`src/rtl/msu_pkg.sv`:
```
// ----------------------------------------------------------------------------
// msu_pkg
// Shared types, constants and elaboration helpers for the Metropolis spin
// update block.
// ----------------------------------------------------------------------------
`default_nettype none

package msu_pkg;

  // Item field widths
  localparam int unsigned SITE_W    = 14;
  localparam int unsigned RAND_W    = 16;
  localparam int unsigned MAG_W     = 16;
  localparam int unsigned THR_W     = 16;

  // Stream word widths (fields packed from bit 0, padded to bytes)
  localparam int unsigned S_TDATA_W = 32;  // site, rand_accept
  localparam int unsigned M_TDATA_W = 24;  // flipped, spin_now, mag_sum

  // Command carried in tuser
  localparam logic CMD_UPDATE  = 1'b0;
  localparam logic CMD_RESTART = 1'b1;

  // Acceptance threshold registers
  localparam int unsigned NUM_THR   = 4;
  localparam int unsigned THR_IDX_W = 2;
  localparam int unsigned CFG_IDX_W = 3;

  // Number of sites the site field can name
  localparam longint unsigned SITE_SPAN = 64'd16384;

  // Width of a raw neighbor index (site plus the largest wrap offset)
  localparam int unsigned IDX_W     = 34;

  // Width of the reciprocal and of the clamped divisor
  localparam int unsigned DIV_W     = 15;

  // Agreement counter width (up to 8 neighbors)
  localparam int unsigned AGREE_W   = 4;

  // One lane's neighbor pair, handed from the address unit to control
  typedef struct packed {
    logic [IDX_W-1:0] up;
    logic [IDX_W-1:0] dn;
    logic             up_in;   // up index lies inside the spin store
    logic             dn_in;   // down index lies inside the spin store
  } nbr_t;

  // base ** expo, evaluated at elaboration
  function automatic longint unsigned ipow(input longint unsigned base,
                                           input int unsigned expo);
    longint unsigned acc;
    int unsigned     i;
    acc = 64'd1;
    for (i = 0; i < expo; i++) begin
      acc = acc * base;
    end
    return acc;
  endfunction

  // Spin store depth: lattice size, capped at what the site field can name
  function automatic longint unsigned store_depth(input longint unsigned side,
                                                  input int unsigned dims);
    longint unsigned n;
    n = ipow(side, dims);
    return (n < SITE_SPAN) ? n : SITE_SPAN;
  endfunction

endpackage : msu_pkg

`default_nettype wire

```
`src/rtl/msu_nbr.sv`:
```
// ----------------------------------------------------------------------------
// msu_nbr
// Neighbor address unit: one lane per lattice axis. Each lane takes the
// site index modulo SIDE^(j+1) by reciprocal multiply and one correction,
// finds the wrap cases from that remainder and forms the up and down
// neighbor indexes. Three register stages: product, remainder, neighbors.
// ----------------------------------------------------------------------------
`default_nettype none

module msu_nbr
  import msu_pkg::*;
#(
  parameter int unsigned SIDE = 128,
  parameter int unsigned DIMS = 2
) (
  input  wire logic              clk_i,
  input  wire logic              load_i,
  input  wire logic [SITE_W-1:0] site_i,
  output      logic [SITE_W-1:0] site_o,
  output      nbr_t              nbr_o [DIMS]
);

  localparam longint unsigned DEPTH = store_depth(SIDE, DIMS);
  localparam int unsigned     PW    = SITE_W + DIV_W;

  logic [SITE_W-1:0] site_q;

  // Site register, held for the whole update
  always_ff @(posedge clk_i) begin
    if (load_i) begin
      site_q <= site_i;
    end
  end

  assign site_o = site_q;

  for (genvar j = 0; j < DIMS; j++) begin : g_lane
    localparam longint unsigned STRIDE = ipow(SIDE, j);
    localparam longint unsigned DIVR   = ipow(SIDE, j + 1);
    localparam longint unsigned DEFF   = (DIVR < SITE_SPAN) ? DIVR : SITE_SPAN;
    localparam longint unsigned RECIP  = SITE_SPAN / DEFF;
    localparam longint unsigned HI     = (SIDE - 1) * STRIDE;

    logic [PW-1:0]     p_q;
    logic [DIV_W-1:0]  quot;
    logic [PW-1:0]     rem_raw;
    logic [PW-1:0]     rem_fix;
    logic [SITE_W-1:0] m_q;
    logic [IDX_W-1:0]  s_ext;
    logic [IDX_W-1:0]  m_ext;
    nbr_t              nbr_d;
    nbr_t              nbr_q;

    // Stage 1: site times reciprocal (quotient estimate, low by at most one)
    always_ff @(posedge clk_i) begin
      if (load_i) begin
        p_q <= {{DIV_W{1'b0}}, site_i} * PW'(RECIP);
      end
    end

    // Stage 2: remainder with one correction step
    assign quot    = p_q[PW-1:SITE_W];
    assign rem_raw = {{DIV_W{1'b0}}, site_q} - ({{SITE_W{1'b0}}, quot} * PW'(DEFF));
    assign rem_fix = (rem_raw >= PW'(DEFF)) ? (rem_raw - PW'(DEFF)) : rem_raw;

    always_ff @(posedge clk_i) begin
      m_q <= rem_fix[SITE_W-1:0];
    end

    // Stage 3: wrapped neighbor indexes
    assign s_ext = IDX_W'(site_q);
    assign m_ext = IDX_W'(m_q);

    always_comb begin
      nbr_d       = '0;
      // coordinate at SIDE-1 wraps up to 0
      nbr_d.up    = (m_ext >= IDX_W'(HI)) ? (s_ext - IDX_W'(HI))
                                          : (s_ext + IDX_W'(STRIDE));
      // coordinate at 0 wraps down to SIDE-1
      nbr_d.dn    = (m_ext < IDX_W'(STRIDE)) ? (s_ext + IDX_W'(HI))
                                             : (s_ext - IDX_W'(STRIDE));
      nbr_d.up_in = (nbr_d.up < IDX_W'(DEPTH));
      nbr_d.dn_in = (nbr_d.dn < IDX_W'(DEPTH));
    end

    always_ff @(posedge clk_i) begin
      nbr_q <= nbr_d;
    end

    assign nbr_o[j] = nbr_q;
  end

endmodule : msu_nbr

`default_nettype wire

```
`config.mk`:
```
export PLATFORM = sky130hd
export DESIGN_NAME = msu_nbr
export DESIGN_NICKNAME = d
export VERILOG_FILES = /design/src/rtl/msu_pkg.sv /design/src/rtl/msu_nbr.sv
export SDC_FILE = /design/constraint.sdc
export NUM_CORES = 1
export LEC_CHECK = 0
export ABC_AREA = 1
export BUFFER_PORTS_ARGS = -buffer_cell sky130_fd_sc_hd__buf_2
export CORE_ASPECT_RATIO = 0.75
export CORE_UTILIZATION = 35
export CTS_CLUSTER_DIAMETER = 30
export DETAILED_ROUTE_END_ITERATION = 10
export MAX_ROUTING_LAYER = met4
export PLACE_DENSITY = 0.7
export SLEW_MARGIN = 5
export SYNTH_ARGS = -nofsm -noshare
export SYNTH_HDL_FRONTEND = slang
export SYNTH_SLANG_ARGS = --single-unit
```
`constraint.sdc`:
```
create_clock -name clk_i -period 1.43 [get_ports clk_i]
set_input_delay 0.143 -clock clk_i [delete_from_list [all_inputs] [get_ports clk_i]]
set_output_delay 0.143 -clock clk_i [all_outputs]
set_load 0.01 [all_outputs]
```
-- Yosys cells after proc, flatten, opt, wreduce, memory -nomap -nowiden
Index checks and enable logic that the tools add are counted.
- flip-flop bits (word level): 182
- bits of input ports: 16
- output and inout bits: 154
- word-level logic and storage cells: 38
- add/subtract/negate cells: 11
- order comparisons: 10
- multiplexer cells: 6
- operators by type and width (kind ; count):
    $lt 34x15->1 const B ; 4
    $mux 34 ; 4
    $ge 29x8->1 const B ; 1
    $mux 14 ; 2
    $add 14x1->15 const B ; 1
    $add 14x14->15 const B ; 1
    $add 14x7->15 const B ; 1
    $add 14x8->15 const B ; 1
    $ge 14x15->1 const B ; 1
    $sub 14x1->15 const B ; 1
    $sub 14x14->15 ; 1
    $sub 14x14->15 const B ; 1
    $sub 14x7->15 const B ; 1
    $sub 14x8->15 const B ; 1
    $ge 14x14->1 const B ; 1
    $ge 14x7->1 const B ; 1
    $lt 14x1->1 const B ; 1
    $lt 14x8->1 const B ; 1
    $sub 14x1->14 const B ; 1
    $sub 14x9->14 const B ; 1

-- Longest topological paths before layout
- depth after elaboration: 3
- depth in mapped cells: 10
- gate-level depth less buffers: 9

-- Worst setup path after synthesis
OpenSTA, ideal clock, no wires.
- kind: reg-to-reg
- start point: register g_lane[0].p_q[15] (netlist name)
- end point: register g_lane[0].nbr_q (netlist bit nbr_o[85])
- setup time: 0.114 ns
- arrival: 1.451 ns
- data required time: 1.316 ns
- setup slack: -0.135 ns
- cell stages (with the launch flop): 9
- path buffers: 0
- period minus slack after synthesis: 1.565 ns
- path through: edfxtp_1 -> ha_1 -> nand3_1 -> nor2_2 -> nand3_1 -> nand2_1 -> nand2_1 -> nand2_1 -> nand2_1
- RTL lines (item ; line ; text):
    to (signal assigned) ; msu_nbr.sv:87 ; nbr_q <= nbr_d;
    to (decl) ; msu_nbr.sv:52 ; nbr_t nbr_q;

==> impl_metrics.env <==
export IMPL_dp_slack_ns=-0.0499
export IMPL_fmax_ghz=0.651
export IMPL_gp_congestion=0.884
export IMPL_antenna_cells=0
export IMPL_yosysSeqAreaShare_pct=45.9
export IMPL_grt_first_pass_wirelength_mm=14.0
export IMPL_hpwl_mm=6.86
export IMPL_fin_tns_setup_ns=-0.503
export IMPL_drive_above_1_share_pct=55.6
export IMPL_cts_tree="done"
export IMPL_cts_sinks=82
export IMPL_power_leakage_nw=2.79
export IMPL_p_per_area_nw_per_um2=1080
export IMPL_wirelength_mm=9.70
export IMPL_yosysUniqueCellTypes=29
export IMPL_clock_skew_ns=0.0116
export IMPL_multi_input_area_um2=1400
export IMPL_synth_compound_area_share_pct=1.03
export IMPL_synthMuxAreaShare_pct=0
export IMPL_async_reset_ff_share_pct=0
export IMPL_worstHoldPathType="primary input to flop"
export IMPL_io_buffer_count=169
export IMPL_io_pins=170
export IMPL_ys_top_cells_by_area="dfxtp_1 (35%), buf_4 (19%), edfxtp_1 (11%)"
export IMPL_hold_viol=0
export IMPL_start_util_pct=36.8
export IMPL_drc=0
export IMPL_synth_top_area_share_pct=35.1
export IMPL_die_area_um2=11500
export IMPL_synth_edf_count=14
export IMPL_path_max_fanout=6
export IMPL_regArea_um2=1790
export IMPL_cts_buffers=9
export IMPL_worst_ep_arrival_time_ns=1.76
export IMPL_firstDrtPassIters=5
export IMPL_die_w_um=124
export IMPL_avgSynthCellArea_um2=8.90
export IMPL_end_kind="flop"
export IMPL_htreeDepth=3
export IMPL_path_class="flop to flop"
export IMPL_critPathLaunchType="flop"
export IMPL_clk_path_buf_depth=2
export IMPL_area_growth_pct=37.2
export IMPL_nFillCells=947
export IMPL_finalNetCount=622
export IMPL_finalSetupViolations=11
export IMPL_violations="negative setup slack"
export IMPL_synth_top_family_by_area="buffers and inverters"
export IMPL_slowest_stage="edfxtp_1"
export IMPL_yosys_area_share_simple_pct=23.3
export IMPL_first_global_vias=2785
export IMPL_r2r_cells=7
export IMPL_grt_start_max_net_pins=20
export IMPL_clk_latency_ns=0.34
export IMPL_drtIter0Drc=230
export IMPL_status="finished, violations left"
export IMPL_die_h_um=93.2
export IMPL_ys_flop_type="dfxtp_1"
export IMPL_cpPeakStageDelay_ns=0.52
export IMPL_setup_ws_ns=-0.106
export IMPL_ys_ff_latch=82
export IMPL_crit_top_cell="nand2_1"
export IMPL_grtUsageTotal_pct=16.7
export IMPL_routed_via_density=4.35
export IMPL_cts_root_buf="clkbuf_16"
export IMPL_antenna_found_initial=0
export IMPL_critPathRequiredTime_ns=1.65
export IMPL_min_path_cells=1
export IMPL_synthAdderAreaFrac_pct=2.26
export IMPL_post_drt_wl_per_cell_um=13.1
export IMPL_synth_nets=459
export IMPL_num_rows=32
export IMPL_tightest_slew_ns=0.407
export IMPL_final_period_utilization_pct=107
export IMPL_final_core_util_pct=50.5
export IMPL_synth_xor_area_share_pct=3.84
export IMPL_ir_worst_vdd_uv=592
export IMPL_grt_ovfl_total=0
export IMPL_ff2ff_setup_slack_ns=-0.11
export IMPL_yosysMostFrequentCell="buf_4"
export IMPL_cap_violations=0
export IMPL_path_clk_slew_ns=0.06
export IMPL_ant_nets=0
export IMPL_netlist_instances=436
export IMPL_min_period_ns=1.54
export IMPL_critical_path_cell_chain="nor2_2 > buf_4 > nand4_1 > nand4_1 > nand2_1 > nand2_1 > nand2_1"
export IMPL_ys_warn_count=0
export IMPL_coreArea_um2=10500
export IMPL_via_count=3215
export IMPL_slew_viol_final=0
export IMPL_synthTopCellsByCount="buf_4 (96), nand2_1 (83), dfxtp_1 (68)"
export IMPL_rsz0062_at_grt="yes"
export IMPL_max_slew_margin_pct=72.8
export IMPL_netlist_area_um2=3880
export IMPL_synth_largest_area_cell="dfxtp_1"
[power breakdown]
| group | internal (W) | leakage, nW | switching, W | total (W) |
|---|---|---|---|---|
| Combinational | 0.000464 | 1.96 | 0.000542 | 0.00101 |
| Clock | 0.00121 | 0.122 | 0.000849 | 0.00206 |
| Sequential | 0.00255 | 0.707 | 0.000115 | 0.00267 |
[cells by family after synthesis]
group                      Yosys count
and+or+nand+nor                    182
buffers and inverters              141
DFF                                 82
xor gates and xnor gates            17
AOI/OAI and AO/OA                    7
adders and majority gates            7
[critical path, delay by kind of cell (launching register included)]
family                 cells  cell delay, ns
and+or+nand+nor            6            0.76
DFF                        1            0.52
buffers and inverters      1            0.13
[sequential cells by signal, indices dropped and copies added (netlist names)]
register,cells
nbr_o,61
g_lane.p_q,14
g_lane.m_q,7
[final timing paths]
path | from | endpoint
worst max-delay path | g_lane[0].p_q[12]$_DFFE_PP_ | nbr_o[84]$_DFF_P_
worst min-delay path | load_i | g_lane[0].p_q[8]$_DFFE_PP_
worst max register to register | g_lane[0].p_q[12]$_DFFE_PP_ | nbr_o[84]$_DFF_P_
worst min register to register | g_lane[0].p_q[20]$_DFFE_PP_ | g_lane[1].m_q[13]$_DFF_P_
[repair_timing]
action,in CTS,in global routing
setup endpoints to repair,19,60
pin swaps,7,30
hold endpoints to repair,14,0
hold buffers,14,0
buffers inserted,9,19
resized for setup,13,44
[final cells by class]
type | instances | area share, %
sequential | 82 | 33.6
timing repair buffer | 253 | 29.0
multi-input combinational | 213 | 26.2
clock buffer | 13 | 4.70
tap | 136 | 3.20
inverter | 40 | 2.94
clock inverter | 2 | 0.282
[placed cells by master, fill, tap and decap left out, types with 3 or more instances in the layout]
| cell type | n |
|---|---|
| clkbuf_16 | 9 |
| xor2_1 | 16 |
| nand3_2 | 13 |
| inv_1 | 25 |
| buf_4 | 65 |
| dfxtp_1 | 63 |
| dfxtp_2 | 5 |
| nor2_2 | 11 |
| o21ai_0 | 3 |
| nor2_1 | 13 |
| nor2_4 | 14 |
| dlygate4sd3_1 | 14 |
| nand2_1 | 76 |
| edfxtp_1 | 14 |
| nand2_2 | 12 |
| nand4_1 | 6 |
| inv_2 | 12 |
| clkbuf_1 | 3 |
| nand3_1 | 26 |
| ha_4 | 4 |
| buf_6 | 5 |
| buf_2 | 168 |
| nand3_4 | 3 |
[metrics by stage]
stage	hold WS, ns	cell area, um^2	instances	power, W
finish	0.248	5320	739	0.00574
global route	0.259	5320	739	0.00601
CTS	0.248	5020	720	0.00569
detailed placement	0.322	4500	682	0.00354
global placement	0.321	4500	682	0.00353
floorplan	0.242	3920	436	0.00320
[metal layers]
metal | global-route usage (%) | wire length (um) | share of wire (%)
met5 | - | 0 | 0
met1 | 21.0 | 4280 | 44
met3 | 5.00 | 529 | 5.5
met4 | 3.92 | 179 | 1.8
met2 | 26.3 | 4710 | 49
No activity file was read; power rests on OpenSTA's default activity.
